## config.mk

```make
export PLATFORM = sky130hd
export DESIGN_NAME = utf8_code_point_decoder
export DESIGN_NICKNAME = d
export VERILOG_FILES = /design/src/design/u8dec_pkg.sv /design/src/design/utf8_code_point_decoder.sv /design/src/design/u8dec_ctrl.sv /design/src/design/u8dec_dpath.sv
export SDC_FILE = /design/constraint.sdc
export NUM_CORES = 1
export LEC_CHECK = 0
export BUFFER_PORTS_ARGS = -buffer_cell sky130_fd_sc_hd__buf_2
export CAP_MARGIN = 15
export CORE_ASPECT_RATIO = 1.2
export CORE_UTILIZATION = 41
export CTS_BUF_LIST = sky130_fd_sc_hd__clkbuf_2 sky130_fd_sc_hd__clkbuf_4 sky130_fd_sc_hd__clkbuf_8
export CTS_CLUSTER_DIAMETER = 40
export DETAILED_ROUTE_END_ITERATION = 10
export GPL_TIMING_DRIVEN = 0
export RECOVER_POWER = 25
export SYNTH_ARGS = -nofsm -noshare
export SYNTH_HDL_FRONTEND = slang
export SYNTH_SLANG_ARGS = --single-unit
```

## constraint.sdc

```tcl
create_clock -name clk -period 10.5 [get_ports clk]
set_clock_uncertainty 0.1 [all_clocks]
set_input_delay 2.1 -clock clk [delete_from_list [all_inputs] [get_ports clk]]
set_output_delay 2.1 -clock clk [all_outputs]
set_load 0.005 [all_outputs]
```

## src/design/u8dec_pkg.sv

```systemverilog
// ----------------------------------------------------------------------------
// u8dec_pkg
// Types and constants shared by the UTF-8 decoder modules.
// ----------------------------------------------------------------------------
package u8dec_pkg;

  localparam int unsigned SPAN_DEPTH = 4;
  localparam int unsigned FILL_W     = 3;

  localparam logic [20:0] REPLACEMENT_CP = 21'h00FFFD;

  localparam logic [7:0] LEAD2_MASK = 8'hE0;
  localparam logic [7:0] LEAD2_CODE = 8'hC0;
  localparam logic [7:0] LEAD3_MASK = 8'hF0;
  localparam logic [7:0] LEAD3_CODE = 8'hE0;
  localparam logic [7:0] LEAD4_MASK = 8'hF8;
  localparam logic [7:0] LEAD4_CODE = 8'hF0;
  localparam logic [7:0] CONT_MASK  = 8'hC0;
  localparam logic [7:0] CONT_CODE  = 8'h80;

  typedef struct packed {
    logic [7:0] text_byte;
    logic       text_end;
  } in_item_t;

  typedef struct packed {
    logic [20:0] code_point;
    logic        final_point;
  } out_item_t;

  // controller -> datapath
  typedef struct packed {
    logic load;   // take the accepted byte into the span buffer
    logic step;   // make one decode decision at the head of the buffer
  } u8dec_cmd_t;

  // datapath -> controller
  typedef struct packed {
    logic emit;       // the pending decision produces a result
    logic done;       // after the pending decision nothing is left to do
    logic slot_free;  // output register can take a result this cycle
  } u8dec_status_t;

endpackage

```

## src/design/utf8_code_point_decoder.sv

```systemverilog
// ----------------------------------------------------------------------------
// utf8_code_point_decoder
// UTF-8 byte stream to code points, with U+FFFD for malformed input.
// ----------------------------------------------------------------------------
// Takes one text byte per item (with an end-of-text flag) and returns zero or
// more code points. Bytes are kept in a four-entry span buffer; a controller
// then makes one decode decision per cycle at the buffer head, unless a
// decision that emits waits for the output register: an ASCII byte, a bad
// lead or a complete multi-byte span each give one code point. A span
// with a bad continuation gives U+FFFD for the lead only, and the bytes after
// the lead are decoded again from the buffer, so one byte can give up to four
// results. If the text ends inside a span, one U+FFFD closes the text. The
// last result of a text carries final_point. A byte is accepted in ST_IDLE
// and decisions are then stepped in ST_RUN; input is not taken while
// decisions remain. Each result waits for the single output register, so
// out_ready low stretches the work. No overlong or surrogate checks are done.
// ----------------------------------------------------------------------------
module utf8_code_point_decoder
  import u8dec_pkg::*;
(
  input  logic      clk,
  input  logic      rst_n,
  input  logic      in_valid,
  output logic      in_ready,
  input  in_item_t  in_data,
  output logic      out_valid,
  input  logic      out_ready,
  output out_item_t out_data
);

  u8dec_cmd_t    cmd;
  u8dec_status_t status;

  // sequencing: load, then step decisions until the buffer settles
  u8dec_ctrl u_ctrl (
    .clk      (clk),
    .rst_n    (rst_n),
    .in_valid (in_valid),
    .in_ready (in_ready),
    .status   (status),
    .cmd      (cmd)
  );

  // storage and decode
  u8dec_dpath u_dpath (
    .clk       (clk),
    .rst_n     (rst_n),
    .cmd       (cmd),
    .status    (status),
    .in_data   (in_data),
    .out_valid (out_valid),
    .out_ready (out_ready),
    .out_data  (out_data)
  );

endmodule

```

## src/design/u8dec_ctrl.sv

```systemverilog
// ----------------------------------------------------------------------------
// u8dec_ctrl
// Controller: accepts a byte, then steps decode decisions until the buffer
// is settled.
// ----------------------------------------------------------------------------
module u8dec_ctrl
  import u8dec_pkg::*;
(
  input  logic          clk,
  input  logic          rst_n,
  input  logic          in_valid,
  output logic          in_ready,
  input  u8dec_status_t status,
  output u8dec_cmd_t    cmd
);

  typedef enum logic [1:0] {
    ST_IDLE = 2'b01,
    ST_RUN  = 2'b10
  } state_t;

  state_t state_r, state_nxt;

  always_comb begin
    in_ready  = 1'b0;
    cmd.load  = 1'b0;
    cmd.step  = 1'b0;
    state_nxt = state_r;
    case (state_r)
      ST_IDLE: begin
        in_ready = 1'b1;
        if (in_valid) begin
          cmd.load  = 1'b1;
          state_nxt = ST_RUN;
        end
      end
      ST_RUN: begin
        // a decision that emits waits for the output slot
        cmd.step = status.slot_free || !status.emit;
        if (cmd.step && status.done) begin
          state_nxt = ST_IDLE;
        end
      end
      default: begin
        state_nxt = ST_IDLE;
      end
    endcase
  end

  always_ff @(posedge clk) begin
    if (!rst_n) begin
      state_r <= ST_IDLE;
    end else begin
      state_r <= state_nxt;
    end
  end

endmodule

```

## src/design/u8dec_dpath.sv

```systemverilog
// ----------------------------------------------------------------------------
// u8dec_dpath
// Datapath: span buffer, fill count, head decoder and output register.
// ----------------------------------------------------------------------------
module u8dec_dpath
  import u8dec_pkg::*;
(
  input  logic          clk,
  input  logic          rst_n,
  input  u8dec_cmd_t    cmd,
  output u8dec_status_t status,
  input  in_item_t      in_data,
  output logic          out_valid,
  input  logic          out_ready,
  output out_item_t     out_data
);

  logic [7:0]        span_r [SPAN_DEPTH];
  logic [FILL_W-1:0] fill_r;
  logic              last_r;
  logic              out_valid_r;
  out_item_t         out_item_r;

  logic [7:0]        b0;
  logic [1:0]        need;
  logic              complete;
  logic              c1, c2, c3;
  logic              cont_ok;
  logic              emit;
  logic [20:0]       cp;
  logic [FILL_W-1:0] consume;
  logic [FILL_W-1:0] fill_nxt;

  // head decode: the lead is always at entry 0
  always_comb begin
    b0   = span_r[0];
    need = 2'd0;
    if ((b0 & LEAD2_MASK) == LEAD2_CODE) begin
      need = 2'd1;
    end else if ((b0 & LEAD3_MASK) == LEAD3_CODE) begin
      need = 2'd2;
    end else if ((b0 & LEAD4_MASK) == LEAD4_CODE) begin
      need = 2'd3;
    end
    complete = fill_r > {1'b0, need};
    c1 = (span_r[1] & CONT_MASK) == CONT_CODE;
    c2 = (span_r[2] & CONT_MASK) == CONT_CODE;
    c3 = (span_r[3] & CONT_MASK) == CONT_CODE;
    cont_ok = c1 && ((need < 2'd2) || c2) && ((need < 2'd3) || c3);

    emit    = 1'b1;
    cp      = REPLACEMENT_CP;
    consume = FILL_W'(1);
    if (!b0[7]) begin
      cp = {13'd0, b0};
    end else if (need == 2'd0) begin
      cp = REPLACEMENT_CP;                         // stray continuation or 11111xxx
    end else if (complete && cont_ok) begin
      consume = FILL_W'(need) + FILL_W'(1);
      case (need)
        2'd1:    cp = {10'd0, b0[4:0], span_r[1][5:0]};
        2'd2:    cp = {5'd0, b0[3:0], span_r[1][5:0], span_r[2][5:0]};
        default: cp = {b0[2:0], span_r[1][5:0], span_r[2][5:0], span_r[3][5:0]};
      endcase
    end else if (complete) begin
      cp = REPLACEMENT_CP;                         // bad continuation: replay after lead
    end else if (last_r) begin
      consume = fill_r;                            // text ends mid-span: drop the rest
    end else begin
      emit    = 1'b0;                              // wait for more bytes
      consume = '0;
    end
    fill_nxt = fill_r - consume;
  end

  assign status.emit      = emit;
  assign status.done      = (fill_nxt == '0) || !emit;
  assign status.slot_free = !out_valid_r || out_ready;

  // span buffer: write at the fill position, consume by fixed shifts
  always_ff @(posedge clk) begin
    if (cmd.load) begin
      span_r[fill_r[1:0]] <= in_data.text_byte;
    end else if (cmd.step) begin
      case (consume)
        FILL_W'(1): begin
          for (int i = 0; i < SPAN_DEPTH - 1; i++) span_r[i] <= span_r[i + 1];
        end
        FILL_W'(2): begin
          for (int i = 0; i < SPAN_DEPTH - 2; i++) span_r[i] <= span_r[i + 2];
        end
        FILL_W'(3): begin
          span_r[0] <= span_r[3];
        end
        default: begin
        end
      endcase
    end
  end

  always_ff @(posedge clk) begin
    if (!rst_n) begin
      fill_r <= '0;
      last_r <= 1'b0;
    end else if (cmd.load) begin
      fill_r <= fill_r + FILL_W'(1);
      last_r <= in_data.text_end;
    end else if (cmd.step) begin
      fill_r <= fill_nxt;
    end
  end

  always_ff @(posedge clk) begin
    if (!rst_n) begin
      out_valid_r <= 1'b0;
    end else if (cmd.step && emit) begin
      out_valid_r <= 1'b1;
    end else if (out_ready) begin
      out_valid_r <= 1'b0;
    end
  end

  always_ff @(posedge clk) begin
    if (cmd.step && emit) begin
      out_item_r.code_point  <= cp;
      out_item_r.final_point <= last_r && (fill_nxt == '0);
    end
  end

  assign out_valid = out_valid_r;
  assign out_data  = out_item_r;

endmodule

```

## Word level (Yosys, flattened, before mapping)

Memories as Yosys holds them, arrays and structs flattened.
Cells that the tools add are included.

- Flip-flop bits (word level): 29
- Bits in writable memories: 32
- Input bits: 13
- Output and inout bits: 24
- Logic and storage cells: 103
- Memories: 1

Memory list:

| name | words | bits a word | read ports | clocked after Yosys merged registers in | write ports | line | source |
|---|---|---|---|---|---|---|---|
| u_dpath.span_r | 4 | 8 | 4 | 0 | 3 | u8dec_dpath.sv:18 | `logic [7:0] span_r [SPAN_DEPTH];` |

- $add $sub $neg: 3
- $lt $le $gt $ge: 3
- Eq/ne operators: 15
- Muxes and demuxes: 48
- Bitwise logic cells: 5
- Reduce and logical (&&, ||, !) cells: 20

Operators with widths:

| cell | count |
|---|---|
| 21-bit one-hot mux with 2 select lines | 1 |
| 16-bit 2-to-1 mux | 2 |
| 8-bit 2-to-1 mux | 4 |
| 1-bit 2-to-1 mux | 26 |
| 3-bit 2-to-1 mux | 7 |
| 2-bit 2-to-1 mux | 6 |
| 2-bit == test, second input constant | 5 |
| 8-bit OR reduction | 1 |
| 7-bit 2-to-1 mux | 1 |
| 3-bit by 2-bit == test with 1-bit output, second input constant | 2 |
| 1-bit logical AND | 6 |
| 5-bit == test, second input constant | 1 |
| 1-bit logical OR | 5 |
| 2-bit by 1-bit == test with 1-bit output, second input constant | 2 |
| 4-bit == test, second input constant | 1 |
| 2-bit less-than comparator, second input constant | 2 |
| 2-bit one-hot mux with 2 select lines | 1 |
| 2-bit nonzero test | 2 |
| 2-bit by 1-bit adder with 3-bit output, second input constant | 1 |
| 3-bit by 1-bit adder with 3-bit output, second input constant | 1 |
| 3-bit by 1-bit == test with 1-bit output, second input constant | 1 |
| 3-bit == test, second input constant | 1 |
| 3-bit by 2-bit greater-than comparator with 1-bit output | 1 |
| 3-bit zero test | 1 |
| 9 further kinds | 13 |

## Depth between registers and ports, before layout

An unclocked memory read counts as a cell.

- Word-level depth: 23
- Gate-level depth with buffers: 16
- Mapped depth without buffers: 12

## Hierarchy

Synthesis repeated with hierarchy kept, for this count alone.

- Cell total of the unflattened synthesis: 335
- Area total of the unflattened synthesis: 3562.2 um2

Modules (own cells, without submodules):

| module | instances | cells each | area each (um2) | seq. area each (um2) |
|---|---|---|---|---|
| u8dec_dpath | 1 | 325 | 3463.3 | 1721.7 |
| u8dec_ctrl | 1 | 10 | 98.8 | 40.0 |

## Worst setup path after synthesis

No wires, ideal clock.

- Path kind: in2reg
- From: input out_ready
- To: memory u_dpath.span_r[1][0], enable pin
- Setup time: 0.327 ns
- Data arrival time: 3.405 ns
- Data required time: 10.073 ns
- Setup slack: 6.669 ns
- Stages on the path: 6
- Path buffers: 1
- Path through: nor2b_1 -> nor2_1 -> nand3_1 -> clkbuf_1 -> nor2_4 -> nand3b_1

RTL lines:

| element | line | source |
|---|---|---|
| from (decl) | utf8_code_point_decoder.sv:27 | `input logic out_ready,` |
| to (decl) | u8dec_dpath.sv:18 |  |

==> impl_metrics.py <==
metrics = {
    "synth": {
        "cell_type_with_the_highest_aggregate_area_in_the_netlist": "sky130_fd_sc_hd__edfxtp_1",
        "synth_area_per_cell_um2": 11.1,
        "synth-adder-area-share_pct": 3.02,
        "summed_instance_area_of_the_synthesized_netlist_mm2": 0.00356,
        "postSynth.asyncResetShare_pct": 0,
        "synth_simple_gate_area_share_pct": 14.7,
        "postSynthCellCount": 321,
        "yosys_register_bits": 61,
        "post_synth_mux_area_share_pct": 2.53,
        "synth_top_family_by_area": "compound AO/OA/AOI/OAI gates",
        "synth_top_area_share_pct": 45.5,
        "synth_top_cells_by_count": "sky130_fd_sc_hd__edfxtp_1, sky130_fd_sc_hd__a21oi_1, sky130_fd_sc_hd__o21ai_0, sky130_fd_sc_hd__o221ai_1",
        "synthMostInstantiatedCell": "sky130_fd_sc_hd__edfxtp_1",
        "ys_types": 56,
        "syn_nets": 342,
        "synth.yosys.seq_area_share_pct": 49.5,
        "post_synth_edffs": 54,
        "synth_xor_xnor_area_share_pct": 0.492,
        "ys_top_cells_by_area": "sky130_fd_sc_hd__edfxtp_1, sky130_fd_sc_hd__dfxtp_1, sky130_fd_sc_hd__o221ai_1",
        "compound_gate_portion_of_the_synthesized_area_pct": 24.5,
        "synth-warning-count": 0,
        "synthFlopType": "sky130_fd_sc_hd__edfxtp_1",
    },
    "setup_path": {
        "criticalPathCategory": "reg -> reg",
        "crit_path_top_delay_cell": "sky130_fd_sc_hd__edfxtp_1",
        "crit_top_cell": "sky130_fd_sc_hd__clkbuf_1",
        "cp_data_arrival_time_ns": 4.59,
        "path_delay_family": "buffers and inverters",
        "cpPeakStageDelay_ns": 0.50,
        "timing.critical_path.fanout_max": 10,
        "worst-endpoint-required_ns": 10.62,
        "critical_path_buf_inv_count": 4,
        "crit_path_start_kind": "flip-flop",
        "timing.critical_path.cells": "clkbuf_1 > clkbuf_1 > nand3_1 > ha_1 > and3b_1 > a21o_1 > and4_1 > or2_1 > buf_4 > clkbuf_1 > fa_1 > xor2_1 > xor2_1 > and4_1",
        "timing.critical_path.to_type": "flip-flop",
    },
    "power": {
        "power-per-cell-area_mw_per_mm2": 147,
        "power.static_leakage_uw": 0.00143,
        "clkPwrFrac_pct": 33.6,
        "power_frac_comb_pct": 18.0,
        "power.switching_uw": 170,
        "switching_share_pct": 28.4,
        "ir_worst_vdd_mv": 0.0691,
        "internal_power_uw": 429,
        "post-layout-total-power_uw": 599,
        "pwr-share-seq_pct": 48.4,
    },
    "clocking": {
        "clk_path_buf_depth": 2,
        "clock_tree_from_tritoncts": "built",
        "clock-sinks": 61,
        "post_cts_resized": 0,
        "post-cts-setup-buffers": 0,
        "clkSlewWorstSetupHoldPaths_ns": 0.08,
        "worst_skew_pair.late_latency_ns": 0.35,
        "cts-buffers-inserted": 9,
        "cts_h_tree_depth": 3,
        "clk_root_buffer_cell": "sky130_fd_sc_hd__clkbuf_8",
        "cts_hold_buf": 0,
    },
    "worst_hold_path": {
        "hold_path.class": "reg -> reg",
    },
    "drt": {
        "drt_first_iter_violations": 141,
        "drt.antenna.violating_nets": 0,
        "detailroute.via_count": 2772,
        "remaining_drc_errors": 0,
        "wl_mm": 8.31,
        "detail_route.wl_per_cell_um": 17.1,
        "drt_pass_1_iters": 4,
        "post_drt_via_cell_ratio": 5.69,
    },
    "timing": {
        "timing.final.ws_setup_ns": 6.03,
        "setup_viol": 0,
        "finalCriticalPeriod_ns": 4.47,
        "hold_violations": 0,
        "final_sum_of_negative_setup_slack_ns": 0,
        "final_max_slew_viol_count": 0,
        "final_min_period_over_clock_period_pct": 42.5,
        "max_clock_freq_mhz": 224,
        "slew-limit-headroom_pct": 36.3,
        "rsz0062_at_grt": "false",
        "tightest_slew_ns": 0.952,
    },
    "grt": {
        "grt.total_usage_pct": 19.8,
        "grt_antenna_before_repair": 0,
        "number_of_global_route_vias_before_repair": 2705,
        "grt_first_pass_wirelength_mm": 13.7,
        "pin_count_of_the_biggest_net_entering_global_routing": 23,
        "grt_remaining_overflow": 0,
    },
    "place": {
        "preCtsSetupSlack_ns": 5.92,
        "post-place-cells": 471,
        "detailedPlacementHpwl_mm": 6.22,
        "final_weighted_congestion_in_routability_driven_placement": 0.830,
        "i_o_buffers": 36,
    },
    "run": {
        "timing.max_cap.violations": 0,
    },
    "finish": {
        "num_antenna_cells": 0,
        "areaGrowthSynthToFinish_pct": 14.1,
        "post_layout_nonfiller_instances": 487,
        "fillers": 811,
        "layout-drive-gt1-share_pct": 18.8,
        "finish.net_count": 389,
        "postLayoutCoreUtil_pct": 49.0,
    },
    "die": {
        "die_area_mm2": 0.00906,
        "core_area_mm2": 0.00829,
        "num_io_pins": 37,
        "chipWidth_um": 87.1,
        "die_h_um": 104,
        "rows": 36,
        "effective_utilization_at_floorplan_pct": 43.0,
    },
    "outcome": {
        "run_status": "finished clean",
    },
}
==> sequential cells by signal (all words and copies together), names as in the netlist <==
signal / flops
u_dpath.out_data: 22
u_dpath.last_r: 1
u_dpath.fill_r: 3
u_dpath.out_valid: 1
u_ctrl.state_r: 2
u_dpath.span_r: 32
==> cell type report <==
| cell class | count | area (um2) | area share, % |
|---|---|---|---|
| Multi-Input combinational cell | 223 | 1610 | 39.7 |
| Inverter | 12 | 45.0 | 1.11 |
| Clock inverter | 7 | 65.1 | 1.60 |
| Clock buffer | 9 | 124 | 3.05 |
| Timing Repair Buffer | 36 | 166 | 4.10 |
| Tap cell | 114 | 143 | 3.51 |
| Sequential cell | 61 | 1760 | 43.4 |
| Buffer | 25 | 143 | 3.51 |
==> path summary, 6_finish.rpt <==
path	from	end	slack (ns)	depth (start not counted)
max reg2reg	u_dpath.span_r[0][5]	u_dpath.out_data[0]	6.03	14
max	u_dpath.span_r[0][5]	u_dpath.out_data[0]	6.03	14
min	u_dpath.fill_r[2]	u_dpath.fill_r[2]	0.42	2
min reg2reg	u_dpath.fill_r[2]	u_dpath.fill_r[2]	0.42	2
==> power by group through the flow <==
stage	registers, uW	clock network (uW)	logic (uW)
6_report	290	201	108
4_1_cts	290	207	108
3_5_place_dp	295	0	108
5_1_grt	291	215	120
3_3_place_gp	295	0	106
2_1_floorplan	292	0	80.1
==> through the flow <==
step,hold WS (ns),cell area (um2)
finish,0.420,4060
global placement,0.399,3880
detailed placement,0.418,3890
CTS,0.423,4080
global route,0.468,4060
floorplan,0.375,3560
==> logic make-up after synthesis <==
| logic type | after synthesis |
|---|---|
| AOI/OAI and AO/OA | 110 |
| xor gates and xnor gates | 2 |
| adders and majority gates | 8 |
| buffers and inverters | 37 |
| DFF | 61 |
| muxes | 9 |
| and+or+nand+nor | 94 |
==> metal layers <==
metal	share of wire, %	GRT usage [%]	wire length [um]	vias to the layer above
li1	-	-	-	1344
met4	2.1	10.4	177	0
met3	4.7	3.41	389	13
met5	0	0	0	-
met2	47	31.7	3920	94
met1	46	25.3	3830	1321
==> worst min-delay path: cells and delay by family, from the launching register on <==
kind | cells | cell delay, ns
AND/OR/NAND/NOR | 1 | 0.07
multiplexers | 1 | 0.05
flip-flops | 1 | 0.35
==> placed cells by master, fill, tap and decap left out, types with 8 or more instances in the layout <==
cell and instances:
sky130_fd_sc_hd__a21bo_2 8, sky130_fd_sc_hd__a21oi_1 17, sky130_fd_sc_hd__buf_2 28, sky130_fd_sc_hd__clkbuf_1 26
sky130_fd_sc_hd__clkbuf_8 9, sky130_fd_sc_hd__edfxtp_1 54, sky130_fd_sc_hd__inv_1 11, sky130_fd_sc_hd__mux2i_1 9
sky130_fd_sc_hd__nand2_1 13, sky130_fd_sc_hd__nand2b_1 9, sky130_fd_sc_hd__nand3_1 12, sky130_fd_sc_hd__nor2_1 15
sky130_fd_sc_hd__nor2b_1 13, sky130_fd_sc_hd__nor3_1 10, sky130_fd_sc_hd__o211ai_1 10, sky130_fd_sc_hd__o21ai_0 16
sky130_fd_sc_hd__o221ai_1 16, sky130_fd_sc_hd__o32a_1 8
Note: power is estimated with default switching activity, not from simulation.
